==> src/rtl/sase_pkg.sv <==
// shared types and constants for the small arm subset executor
// no dependencies; imported by every module of the block and by the item and config interfaces
`default_nettype none

package sase_pkg;

    localparam int STACK_BYTES = 8192;
    localparam int REG_COUNT   = 32;
    localparam int REG_AW      = $clog2(REG_COUNT);
    localparam int STACK_ROWS  = STACK_BYTES / 4;
    localparam int SLOT_W      = $clog2(STACK_BYTES);
    localparam int ROW_AW      = SLOT_W - 2;
    localparam int CFG_IDX_W   = 4;

    localparam logic [30:0] RESET_STACK_TOP = 31'h7fff_fffc;
    localparam logic [30:0] RESET_CODE_BASE = 31'h0000_4000;
    localparam logic [REG_AW-1:0] SP_REG    = REG_AW'(28);
    localparam logic [REG_AW-1:0] LINK_REG  = REG_AW'(30);
    localparam logic [REG_AW-1:0] ZERO_REG  = REG_AW'(0);
    localparam logic [31:0] PC_STEP         = 32'd4;

    localparam logic [CFG_IDX_W-1:0] CFG_STACK_TOP = CFG_IDX_W'(0);
    localparam logic [CFG_IDX_W-1:0] CFG_CODE_BASE = CFG_IDX_W'(1);

    typedef enum logic [3:0] {
        OP_NONE  = 4'd0,
        OP_MOV   = 4'd1,
        OP_ADD   = 4'd2,
        OP_SUB   = 4'd3,
        OP_MUL   = 4'd4,
        OP_CMP   = 4'd5,
        OP_B     = 4'd6,
        OP_BL    = 4'd7,
        OP_BGE   = 4'd8,
        OP_LDR   = 4'd9,
        OP_STR   = 4'd10,
        OP_PRINT = 4'd11,
        OP_EXIT  = 4'd12
    } op_t;

    typedef struct packed {
        logic [3:0]        operation;
        logic [REG_AW-1:0] dest_reg;
        logic              dest_is_pc;
        logic [REG_AW-1:0] src_a_reg;
        logic              src_a_is_imm;
        logic [31:0]       imm_a;
        logic [REG_AW-1:0] src_b_reg;
        logic              src_b_is_imm;
        logic [31:0]       imm_b;
        logic [31:0]       branch_target;
    } item_t;

    typedef struct packed {
        logic [31:0]       next_pc;
        logic              flag_n;
        logic              flag_z;
        logic              rf_we;
        logic [REG_AW-1:0] rf_addr;
        logic [31:0]       rf_data;
        logic              is_load;
        logic              is_store;
        logic [31:0]       mem_addr;
        logic [31:0]       store_data;
        logic              print_valid;
        logic [31:0]       print_value;
        logic              halted;
    } alu_res_t;

endpackage

`default_nettype wire

==> src/rtl/sase_alu.sv <==
// execute logic: operand select, arithmetic, compare, branch resolution,
// register write and stack address; depends on sase_pkg
`default_nettype none

module sase_alu (
    input  sase_pkg::item_t    item,
    input  logic [31:0]        ra_val,
    input  logic [31:0]        rb_val,
    input  logic [31:0]        rd_val,
    input  logic [31:0]        pv_val,
    input  logic [31:0]        pc,
    input  logic               flag_n,
    input  logic               flag_z,
    output sase_pkg::alu_res_t res
);
    import sase_pkg::*;

    logic [31:0] a;
    logic [31:0] b;
    logic [31:0] seq;
    logic [31:0] diff;
    logic [31:0] prod;

    always_comb
    begin
        a    = item.src_a_is_imm ? item.imm_a : ra_val;
        b    = item.src_b_is_imm ? item.imm_b : rb_val;
        seq  = pc + PC_STEP;
        diff = a - b;
        prod = a * b;

        res             = '0;
        res.next_pc     = seq;
        res.flag_n      = flag_n;
        res.flag_z      = flag_z;
        res.rf_addr     = item.dest_reg;
        res.mem_addr    = ra_val + b;
        res.store_data  = rd_val;

        case (op_t'(item.operation))
            OP_MOV:
            begin
                if (item.dest_is_pc)
                begin
                    res.next_pc = a;
                end
                else
                begin
                    res.rf_we   = 1'b1;
                    res.rf_data = a;
                end
            end
            OP_ADD:
            begin
                res.rf_we   = 1'b1;
                res.rf_data = a + b;
            end
            OP_SUB:
            begin
                res.rf_we   = 1'b1;
                res.rf_data = diff;
            end
            OP_MUL:
            begin
                res.rf_we   = 1'b1;
                res.rf_data = prod;
            end
            OP_CMP:
            begin
                res.flag_z = (diff == 32'd0);
                res.flag_n = diff[31];
            end
            OP_B:
            begin
                res.next_pc = item.branch_target;
            end
            OP_BL:
            begin
                res.rf_we   = 1'b1;
                res.rf_addr = LINK_REG;
                res.rf_data = seq;
                res.next_pc = item.branch_target;
            end
            OP_BGE:
            begin
                if (flag_z || !flag_n)
                begin
                    res.next_pc = item.branch_target;
                end
            end
            OP_LDR:
            begin
                res.rf_we   = 1'b1;
                res.is_load = 1'b1;
            end
            OP_STR:
            begin
                res.is_store = 1'b1;
            end
            OP_PRINT:
            begin
                res.print_valid = 1'b1;
                res.print_value = pv_val;
            end
            OP_EXIT:
            begin
                res.halted  = 1'b1;
                res.next_pc = pc;
            end
            default:
            begin
            end
        endcase
    end

endmodule

`default_nettype wire

==> config.mk <==
export PLATFORM = sky130hd
export DESIGN_NAME = sase_alu
export DESIGN_NICKNAME = d
export VERILOG_FILES = /design/src/rtl/sase_pkg.sv /design/src/rtl/sase_alu.sv
export SDC_FILE = /design/constraint.sdc
export NUM_CORES = 2
export LEC_CHECK = 0
export BUFFER_PORTS_ARGS = -buffer_cell sky130_fd_sc_hd__buf_2
export CAP_MARGIN = 10
export CORE_UTILIZATION = 61
export DETAILED_ROUTE_END_ITERATION = 16
export PLACE_DENSITY = 0.89
export SYNTH_ARGS = -nofsm -noshare
export SYNTH_HDL_FRONTEND = slang
export SYNTH_SLANG_ARGS = --single-unit
==> constraint.sdc <==
create_clock -name vclk -period 29
set_clock_uncertainty 0.2 [all_clocks]
set_input_delay 2.9 -clock vclk [all_inputs]
set_output_delay 2.9 -clock vclk [all_outputs]
set_load 0.03 [all_outputs]
Yosys cells after proc, flatten, opt, wreduce, memory -nomap -nowiden
Index checks and enable logic that the tools add are counted.
{ "word_totals": {"wordCells": 37, "ff_bits": 0, "out_inout_bits": 172} }
{ "op_classes": {"eq_ne": 12, "muxes": 15, "n_mul": 1, "n_reduce_logical": 5, "n_addsub": 4} }
{ "ops": {"columns": ["op", "count"], "rows": [
  ["$mux 32", 5],
  ["$pmux 32 s5", 1],
  ["$pmux 32 s4", 1],
  ["$add 32x32->32", 2],
  ["$mux 33", 1],
  ["$add 32x3->32 const B", 1],
  ["$logic_not 32->1", 1],
  ["$mul 32x32->32", 1],
  ["$sub 32x32->32", 1],
  ["$eq 4x4->1 const B", 5],
  ["$eq 4x3->1 const B", 4],
  ["$eq 4x2->1 const B", 2],
  ["$mux 5", 1],
  ["$reduce_or 5->1", 1],
  ["$eq 4x1->1 const B", 1],
  ["$mux 1", 4],
  ["$mux 2", 1],
  ["$pmux 1 s2", 1],
  ["$reduce_or 2->1", 1],
  ["$logic_not 1->1", 1],
  ["$logic_or 1x1->1", 1]
]} }

Longest topological paths before layout
{ "logic_depth": {"word_depth": 4, "ltp_mapped": 32} }

Worst setup path after synthesis
No wires, ideal clock.
{ "synth_path": {"path_type": "input-to-output", "from": "input item[64] in the netlist's numbering", "to": "output res[130] in the netlist's numbering", "cell_stages": 29, "arrival_time_ns": 10.605, "setup_slack_ns": 15.295, "path_buffers": 4, "cell_sequence": "buf_6 -> buf_12 -> buf_12 -> mux2i_2 -> clkbuf_1 -> nor2_1 -> fa_1 -> fa_1 -> fa_1 -> inv_1 -> fa_1 -> inv_1 -> fa_1 -> inv_1 -> fa_1 -> inv_1 -> fa_1 -> fa_1 -> ha_1 -> a41oi_1 -> a31oi_1 -> a211o_1 -> a31oi_1 -> o31ai_1 -> o21a_1 -> o21a_1 -> o21ai_0 -> mux2i_1 -> o221ai_1"} }
{ "synth_lines": {"columns": ["item", "line_no", "rtl"], "rows": [
  ["from (decl)", "sase_alu.sv:6", "input sase_pkg::item_t item,"],
  ["to (decl)", "sase_alu.sv:14", "output sase_pkg::alu_res_t res"]
]} }

==> results.cfg <==
[routing]
met3_length_um = 19800
vias = 25249
drc = 0
drt_iter0_drc = 3445
wl_per_cell_um = 29.6
maxUsedRoutingLayer = met5
drtPass1Iterations = 14
ant_nets = 0
met2_length_um = 44700
viasPerCell = 6.72
wl_met1_um = 35600
drt-total-wl_um = 111000

[logic_synthesis]
synth_most_common_cell = inv_1
synth_top_area_share_pct = 35.0
ys_types = 78
syn_inst = 2954
synthesis.area_mm2 = 0.0235
yosys_warnings = 0
synth_commonest_cells = inv_1, fa_1, nor2_1
yosysSeqAreaShare_pct = 0
postSynthAreaPerCell_um2 = 7.95
synth_fp_nets = 3862
synth_area_leaders = fa_1, ha_1, inv_1, nor2_1, xnor2_1
synth_top_cell_by_area = fa_1

[timing]
fin_setup_tns_ps = 0
worstMarginPinSlew_ps = 1340
setup_viol = 0
finalHoldViolCount = 0
fin_crit_ps = 16260
fmax_ghz = 0.0615
period_share_pct = 56.1
slew_viol_final = 0
rsz0062_at_grt = no
slew_headroom_pct = 9.53

[floorplanning]
die_area_mm2 = 0.0393
core-area_mm2 = 0.0378
initial_core_util_pct = 62.2
io_pins = 452
row_count = 71
die_h_um = 198
die_w_um = 198

[placed_design]
dp.final_hpwl_um = 88300
placed_area_mm2 = 0.0259
port_buffers = 378
gp_congestion = 1.13

[worst_setup_path]
criticalPathCategory = input port to output pin
cpMaxStageDelayCell = buf_4
cp-end-kind = output pin
critPathRequiredTime_ps = 25900
startpoint_type = input port
crit_path_start = item[64]
crit_top_cell = fa_1
slowest_delay_ps = 690
crit_fanout = 28
crit_path_end = res[131]
critPathArrivalTime_ps = 13160

[finish]
area.sequential_um2 = 0
final_layout_size_suffix_gt1_share_pct = 16.0
design.seq.count = 0
nets = 4150
nClkBuffers = 0
final_area_mm2 = 0.0259
nFillCells = 2993
syn2layout_area_growth_pct = 10.1

[global_routing]
grt_pass1_wl_um = 160000
overflow = 0
antenna_found_initial = 13
grt_max_degree = 40
grt_usage_pct = 56.9
grt_pass1_vias = 25674

[outcome]
outcome = completed

[clock_tree]
ctsHoldBuffers = 0
cts_setup_buffers = 0
cts-resized-gates = 0

[hold_path]
hold_path.class = input port to output pin

[run]
maxCapViolations = 0
[critical path: cells and delay by family]
| family | cells | cell delay, ps |
|---|---|---|
| compound gates | 4 | 1130 |
| simple gates | 5 | 1270 |
| xor+xnor | 1 | 230 |
| fa+ha+maj | 10 | 4710 |
| mux | 1 | 670 |
| buf+inv | 8 | 2210 |
[cell type report]
type | instances | area [um2] | area share [%]
well taps | 511 | 639 | 2.47
multi-input cells | 2310 | 21000 | 81.1
diodes | 6 | 15.0 | 0.0580
inverters | 479 | 1800 | 6.95
repair buffers | 451 | 2440 | 9.43
[cell families (layout without fill, tap and decap cells)]
kind of cell,count (synthesis),in the layout,share of synthesized area [%]
buf+inv,644,930,11.1
fa+ha+maj,628,628,46.6
other cells,0,6,0
mux,74,74,3.77
xor+xnor,185,185,6.96
simple gates,929,929,17.5
compound gates,494,494,14.0
[cell usage in the layout (no fill, tap or decap), types with 35 or more instances in the layout]
cell and n:
a21o_1 38, a21oi_1 122, and2_1 51, buf_2 378
buf_4 73, fa_1 411, ha_1 217, inv_1 460
mux2i_1 36, nand2_1 261, nand3_1 38, nor2_1 404
nor3_1 35, o21ai_0 106, xnor2_1 133, xor2_1 51
[through the flow]
stage	hold WS (ps)	cells	util, %	worst slack, ps
after floorplan	5730	2954	-	15290
after global placement	5600	3751	68.5	13290
after detailed placement	5600	3751	68.5	13160
after CTS	5600	3751	68.5	13100
after global routing	5600	3756	68.5	12720
final	5600	3757	68.5	12740
[metal layers]
layer  up-vias  track usage (%)
li1      10139                -
met1     12022             64.7
met2      2370             78.8
met3       712             28.7
met4         6             47.9
met5         -             2.04
[worst min-delay path by stage]
| stage | start | endpoint | slack [ps] | cells past startpoint |
|---|---|---|---|---|
| 2_1_floorplan | rd_val[0] | res[34] | 5730 | 1 |
| 3_3_place_gp | rd_val[7] | res[41] | 5600 | 0 |
| 3_5_place_dp | rd_val[7] | res[41] | 5600 | 0 |
| 4_1_cts | rd_val[7] | res[41] | 5600 | 0 |
| 5_1_grt | rd_val[19] | res[53] | 5600 | 0 |
| 6_report | rd_val[19] | res[53] | 5600 | 0 |
