$ cat config.mk
export PLATFORM = sky130hd
export DESIGN_NAME = sase_regbank
export DESIGN_NICKNAME = d
export VERILOG_FILES = /design/src/rtl/sase_pkg.sv /design/src/rtl/sase_regbank.sv
export SDC_FILE = /design/constraint.sdc
export NUM_CORES = 1
export LEC_CHECK = 0
export BUFFER_PORTS_ARGS = -buffer_cell sky130_fd_sc_hd__buf_2
export CAP_MARGIN = 20
export CORE_ASPECT_RATIO = 0.7
export CORE_UTILIZATION = 45
export DETAILED_ROUTE_END_ITERATION = 16
export PLACE_DENSITY = 0.66
export REMOVE_ABC_BUFFERS = 1
export SYNTH_ARGS = -nofsm -noshare
export SYNTH_HDL_FRONTEND = slang
export SYNTH_SLANG_ARGS = --single-unit
$ cat constraint.sdc
create_clock -name clk -period 2.03 [get_ports clk]
set_input_delay 0.609 -clock clk [delete_from_list [all_inputs] [get_ports clk]]
set_output_delay 0.609 -clock clk [all_outputs]
set_load 0.01 [all_outputs]
$ cat src/rtl/sase_pkg.sv
// shared types and constants for the small arm subset executor
// no dependencies; imported by every module of the block and by the item and config interfaces
`default_nettype none

package sase_pkg;

    localparam int STACK_BYTES = 8192;
    localparam int REG_COUNT   = 32;
    localparam int REG_AW      = $clog2(REG_COUNT);
    localparam int STACK_ROWS  = STACK_BYTES / 4;
    localparam int SLOT_W      = $clog2(STACK_BYTES);
    localparam int ROW_AW      = SLOT_W - 2;
    localparam int CFG_IDX_W   = 4;

    localparam logic [30:0] RESET_STACK_TOP = 31'h7fff_fffc;
    localparam logic [30:0] RESET_CODE_BASE = 31'h0000_4000;
    localparam logic [REG_AW-1:0] SP_REG    = REG_AW'(28);
    localparam logic [REG_AW-1:0] LINK_REG  = REG_AW'(30);
    localparam logic [REG_AW-1:0] ZERO_REG  = REG_AW'(0);
    localparam logic [31:0] PC_STEP         = 32'd4;

    localparam logic [CFG_IDX_W-1:0] CFG_STACK_TOP = CFG_IDX_W'(0);
    localparam logic [CFG_IDX_W-1:0] CFG_CODE_BASE = CFG_IDX_W'(1);

    typedef enum logic [3:0] {
        OP_NONE  = 4'd0,
        OP_MOV   = 4'd1,
        OP_ADD   = 4'd2,
        OP_SUB   = 4'd3,
        OP_MUL   = 4'd4,
        OP_CMP   = 4'd5,
        OP_B     = 4'd6,
        OP_BL    = 4'd7,
        OP_BGE   = 4'd8,
        OP_LDR   = 4'd9,
        OP_STR   = 4'd10,
        OP_PRINT = 4'd11,
        OP_EXIT  = 4'd12
    } op_t;

    typedef struct packed {
        logic [3:0]        operation;
        logic [REG_AW-1:0] dest_reg;
        logic              dest_is_pc;
        logic [REG_AW-1:0] src_a_reg;
        logic              src_a_is_imm;
        logic [31:0]       imm_a;
        logic [REG_AW-1:0] src_b_reg;
        logic              src_b_is_imm;
        logic [31:0]       imm_b;
        logic [31:0]       branch_target;
    } item_t;

    typedef struct packed {
        logic [31:0]       next_pc;
        logic              flag_n;
        logic              flag_z;
        logic              rf_we;
        logic [REG_AW-1:0] rf_addr;
        logic [31:0]       rf_data;
        logic              is_load;
        logic              is_store;
        logic [31:0]       mem_addr;
        logic [31:0]       store_data;
        logic              print_valid;
        logic [31:0]       print_value;
        logic              halted;
    } alu_res_t;

endpackage

`default_nettype wire

$ cat src/rtl/sase_regbank.sv
// one copy of the 32-entry register file: one write port, two registered reads
// per-entry valid bits give the reset contents; depends on sase_pkg
`default_nettype none

module sase_regbank (
    input  logic                       clk,
    input  logic                       rst_n,
    input  logic                       ren,
    input  logic                       we,
    input  logic [sase_pkg::REG_AW-1:0] waddr,
    input  logic [31:0]                wdata,
    input  logic [sase_pkg::REG_AW-1:0] raddr0,
    input  logic [sase_pkg::REG_AW-1:0] raddr1,
    output logic [31:0]                rdata0,
    output logic [31:0]                rdata1
);
    import sase_pkg::*;

    logic [31:0]          mem [REG_COUNT];
    logic [REG_COUNT-1:0] vld_reg;
    logic [31:0]          q0_reg;
    logic [31:0]          q1_reg;
    logic                 v0_reg;
    logic                 v1_reg;
    logic                 sp0_reg;
    logic                 sp1_reg;

    always_ff @(posedge clk)
    begin
        if (we)
        begin
            mem[waddr] <= wdata;
        end
        if (ren)
        begin
            q0_reg  <= mem[raddr0];
            q1_reg  <= mem[raddr1];
            sp0_reg <= (raddr0 == SP_REG);
            sp1_reg <= (raddr1 == SP_REG);
        end
    end

    always_ff @(posedge clk or negedge rst_n)
    begin
        if (!rst_n)
        begin
            vld_reg <= '0;
            v0_reg  <= 1'b0;
            v1_reg  <= 1'b0;
        end
        else
        begin
            if (we)
            begin
                vld_reg[waddr] <= 1'b1;
            end
            if (ren)
            begin
                v0_reg <= vld_reg[raddr0];
                v1_reg <= vld_reg[raddr1];
            end
        end
    end

    // never-written entries read as zero, the stack pointer as its reset value
    assign rdata0 = v0_reg ? q0_reg : (sp0_reg ? {1'b0, RESET_STACK_TOP} : 32'd0);
    assign rdata1 = v1_reg ? q1_reg : (sp1_reg ? {1'b0, RESET_STACK_TOP} : 32'd0);

endmodule

`default_nettype wire

# Word level (Yosys, flattened, before mapping)

Memories as Yosys holds them, arrays and structs flattened. A register that Yosys moved wholly into a read port is not among the register bits.
Index checks and enable logic that the tools add are counted.
W data, S select, Z words.

Flip-flop bits (word level): 36
Bits in latches: 0
Bits in writable memories: 1024
ROM bits: 0
Bits of input ports: 51
Logic and storage cells: 26
Memories: 1

Memory list:

| name | depth | bits a word | read ports | clocked after Yosys merged registers in | write ports | line               | RTL |
|---|---|---|---|---|---|---|---|
| mem  | 32    | 32          | 2          | 2                                       | 1           | sase_regbank.sv:19 | `logic [31:0] mem [REG_COUNT];` |

Add/sub/neg operators: 0
Multipliers: 0
Div/mod/pow operators: 0
$lt $le $gt $ge: 4
Equal/unequal tests: 2
Shift operators: 0
Multiplexer cells: 12
Bitwise operators: 1
Reductions and logical operators: 1

Operators by type and width:

| kind                 | count |
|---|---|
| $mux W32             | 2 |
| $mux W31             | 2 |
| $or A32 B32 Y32      | 1 |
| $lt A5 B6 Y1 const B | 3 |
| $bmux W1 S5          | 2 |
| $eq A5 B5 Y1 const B | 2 |
| $demux W1 S5         | 1 |
| $ge A5 B1 Y1 const B | 1 |
| $mux W1              | 5 |
| $logic_and A1 B1 Y1  | 1 |

# Logic depth before layout (Yosys ltp)

Depth after elaboration: 5
Depth in mapped cells: 9

# Worst setup path after synthesis

No wires, ideal clock.

Path kind: input to register
From: in waddr[0] (netlist name)
To: mem mem[12][0], enable pin
Data arrival time: 2.640 ns
Data required time: 1.608 ns
Slack: -1.032 ns
Stages on the path: 3
Path buffers: 1
Cells stage by stage: or3b_2 > clkbuf_1 > nor2_1

RTL lines:

| what        | line               | RTL |
|---|---|---|
| from (decl) | sase_regbank.sv:10 | `input logic [sase_pkg::REG_AW-1:0] waddr,` |
| to (decl)   | sase_regbank.sv:19 |  |

Straight into the memory's write port.

# Final worst setup path

From: reg v0_reg
To: out rdata0[23]

Longest elaborated chain between the ends: 1

RTL lines:

| what                   | line               | RTL |
|---|---|---|
| from (decl)            | sase_regbank.sv:23 | `logic v0_reg;` |
| from (signal assigned) | sase_regbank.sv:59 | `v0_reg <= vld_reg[raddr0];` |
| $mux W32               | sase_regbank.sv:66 | `assign rdata0 = v0_reg ? q0_reg : (sp0_reg ? {1'b0, RESET_STACK_TOP} : 32'd0);` |
| to (decl)              | sase_regbank.sv:14 | `output logic [31:0] rdata0,` |

No other way between the ends.

==> metrics.cfg <==
[synth]
ys_ff_latch = 1124
synth.largest_area_cell = edfxtp_1
synth_edf_count = 1090
synth.distinct_cells = 34
synth_cells = 2706
synthArstFlopShare_pct = 3.025
syn_area_um2 = 51630
ys_seq_area_share_pct = 65.05
yosysMostFrequentCell = edfxtp_1
yosys_warnings = 0
avgSynthCellArea_um2 = 19.08
synth_top_area_share_pct = 63.40
ys_top_cells_by_area = edfxtp_1 (63%), mux4_2 (20%), mux2i_1 (4.6%)
ys.flop_type = edfxtp_1
synth_common_cells = edfxtp_1 (1090), mux4_2 (460), mux2i_1 (239)

[timing]
hold_viol = 0
setup_viol = 67
maxSlewHeadroom_pct = 63.98
grt_setup_unrepaired = yes
skew_ns = 0.02849
tightest_slew_ns = 0.5402
period_minus_slack_ns = 2.488
final.setup.worst_slack_ns = -0.4576
fmax_mhz = 402.0
period_share_pct = 122.5
drv_slew = 0
fin_setup_tns_ns = -25.66

[hold_path]
holdPathStages = 1
hold_class = input port to flip-flop
hold_end = q1_reg[2]$_DFFE_PP_
hold_start = ren

[clock_network]
clk_latency_ns = 0.73
cts_buffers = 107
clkTransAtPathRegs_ns = 0.06
root_buffer = clkbuf_16
ctsLongestPathBuffers = 3
cts_tree = yes
cts_sinks = 1124
h-tree-depth = 3

[route]
routed_wirelength_um = 166500
vias = 31487
drc = 0
via_per_inst = 6.623
drtAntennaViolNets = 0
firstDrtPassIters = 5
drt_first_iter_violations = 4467
detail_route.wl_per_cell_um = 35.02

[setup_path]
endpoint_kind = output pin
rrSetupSlack_ns = 0.03
r2r_start = mem[7][8]$_DFFE_PP_
crit_path_max_fanout = 5
crit_required_ns = 1.42
startpoint_type = flip-flop
arrival_ns = 1.88
critPathBufInv = 2
rr_endpoint = q1_reg[8]$_DFFE_PP_
crit_slowest_cell = dfrtp_2
cpPeakStageDelay_ns = 0.44
crit_chain = nand2b_4, buf_4, nand2_4, buf_6
crit_type = flip-flop to output pin
critPathTopFamily = flip-flops
rr_worst_depth = 3

[power_and_ir_drop]
p_leak_nw = 21.36
p_total_w = 0.05357
ir_drop_uv = 732.4
powerDensity_nw_per_um2 = 848.7

[layout]
nNetsFinal = 3189
largest_reg_flops = 1024
top_register = mem
layout-drive-gt1-share_pct = 42.91
area_delta_synth_final_pct = 22.26
fillerInstances = 8396

[global_routing]
grtUsageTotal_pct = 28.64
first_global_vias = 31780
grt_max_degree = 48
grt-ovfl-total = 0
grt_antenna_before_repair = 7
grt_pass1_wl_um = 233300

[place]
gp_congestion = 0.8757
hpwl_um = 100400
place.port_buffers = 114

[die]
dieArea_um2 = 116100
die_x_um = 406.8
core_area_um2 = 113300
row_count = 103
io_pins = 115
dieHeight_um = 285.4
start_util_pct = 45.57

[outcome]
outcome = complete, but fails checks
violations = setup timing

[run]
max-cap-violations = 0

[logic make-up (layout without fill, tap and decap cells)]
group | after synthesis | in the layout | synth area share (%)
compound gates | 295 | 295 | 3.749
buf+inv | 208 | 730 | 1.878
flops | 1124 | 1124 | 65.05
mux | 794 | 794 | 26.77
other cells | 0 | 4 | 0
simple gates | 285 | 285 | 2.552
[per-layer routing]
layer	global-route usage [%]	part of all wire [%]	wire, um
met3	7.156	12	19530
met4	9.192	3.3	5443
met5	0	0.031	52
met2	42.47	45	74810
met1	41.66	40	66670
[layout make-up]
cell class                      count  area, um^2  area share (%)
Tap cell                         1522        1904           3.017
Multi-Input combinational cell   1374       17810           28.22
Sequential cell                  1124       33580           53.21
Clock buffer                      132        2844           4.506
Clock inverter                     67       679.4           1.076
Antenna cell                        4       10.01         0.01586
Timing Repair Buffer              531        6281           9.951
[metrics by stage]
step	cell area [um^2]	util (%)	setup WS, ns	hold slack (ns)	std cells
6_report	63120	55.72	-0.4576	0.3001	4754
3_5_place_dp	58280	51.45	-0.7654	0.4790	4521
4_1_cts	62670	55.32	-0.5022	0.2559	4736
5_1_grt	63110	55.71	-0.5107	0.2784	4751
3_3_place_gp	58280	51.45	-0.7510	0.4704	4521
2_1_floorplan	50660	-	-1.370	0.3134	2498
[layout by cell type, fill, tap and decap left out, types with 20 or more instances in the layout]
cell / count
clkbuf_16: 111
buf_4: 248
or3_1: 30
nor2_1: 38
nand2_1: 57
buf_2: 55
mux2i_1: 239
buf_6: 54
o21ai_0: 30
o22ai_1: 63
mux4_2: 460
buf_12: 159
a211oi_1: 56
clkinv_1: 24
a21oi_1: 67
nand2_4: 47
mux2_2: 95
edfxtp_1: 1090
o221ai_1: 30
dfrtp_1: 32
clkbuf_1: 20
or2_2: 32
nor2_4: 32
o21bai_1: 29
[power by group]
group	switching, W	internal [W]
registers	0.000319	0.0260
logic	0.00355	0.00325
clock network	0.00894	0.0115
total	0.0128	0.0408
[timing repair]
| action | in CTS | in global routing |
|---|---|---|
| pin swaps | 3 | 2 |
| resized for setup | 149 | 71 |
| endpoints found under the setup margin | 67 | 88 |
| hold endpoints to repair | 16 | 0 |
| setup buffers | 10 | 13 |
| hold buffers | 1 | 0 |
| gates cloned | 5 | 3 |
[how the worst max path moves through the flow]
stage | startpoint | end | cells after the start
finish | v0_reg$_DFFE_PN0P_ | rdata0[23] | 4
global route | v0_reg$_DFFE_PN0P_ | rdata0[9] | 4
CTS | v1_reg$_DFFE_PN0P_ | rdata1[6] | 5
global placement | raddr1[0] | q1_reg[13]$_DFFE_PP_ | 6
detailed placement | raddr1[0] | q1_reg[13]$_DFFE_PP_ | 6
floorplan | raddr0[2] | q0_reg[16]$_DFFE_PP_ | 3
No activity file was read; power rests on OpenSTA's default activity.
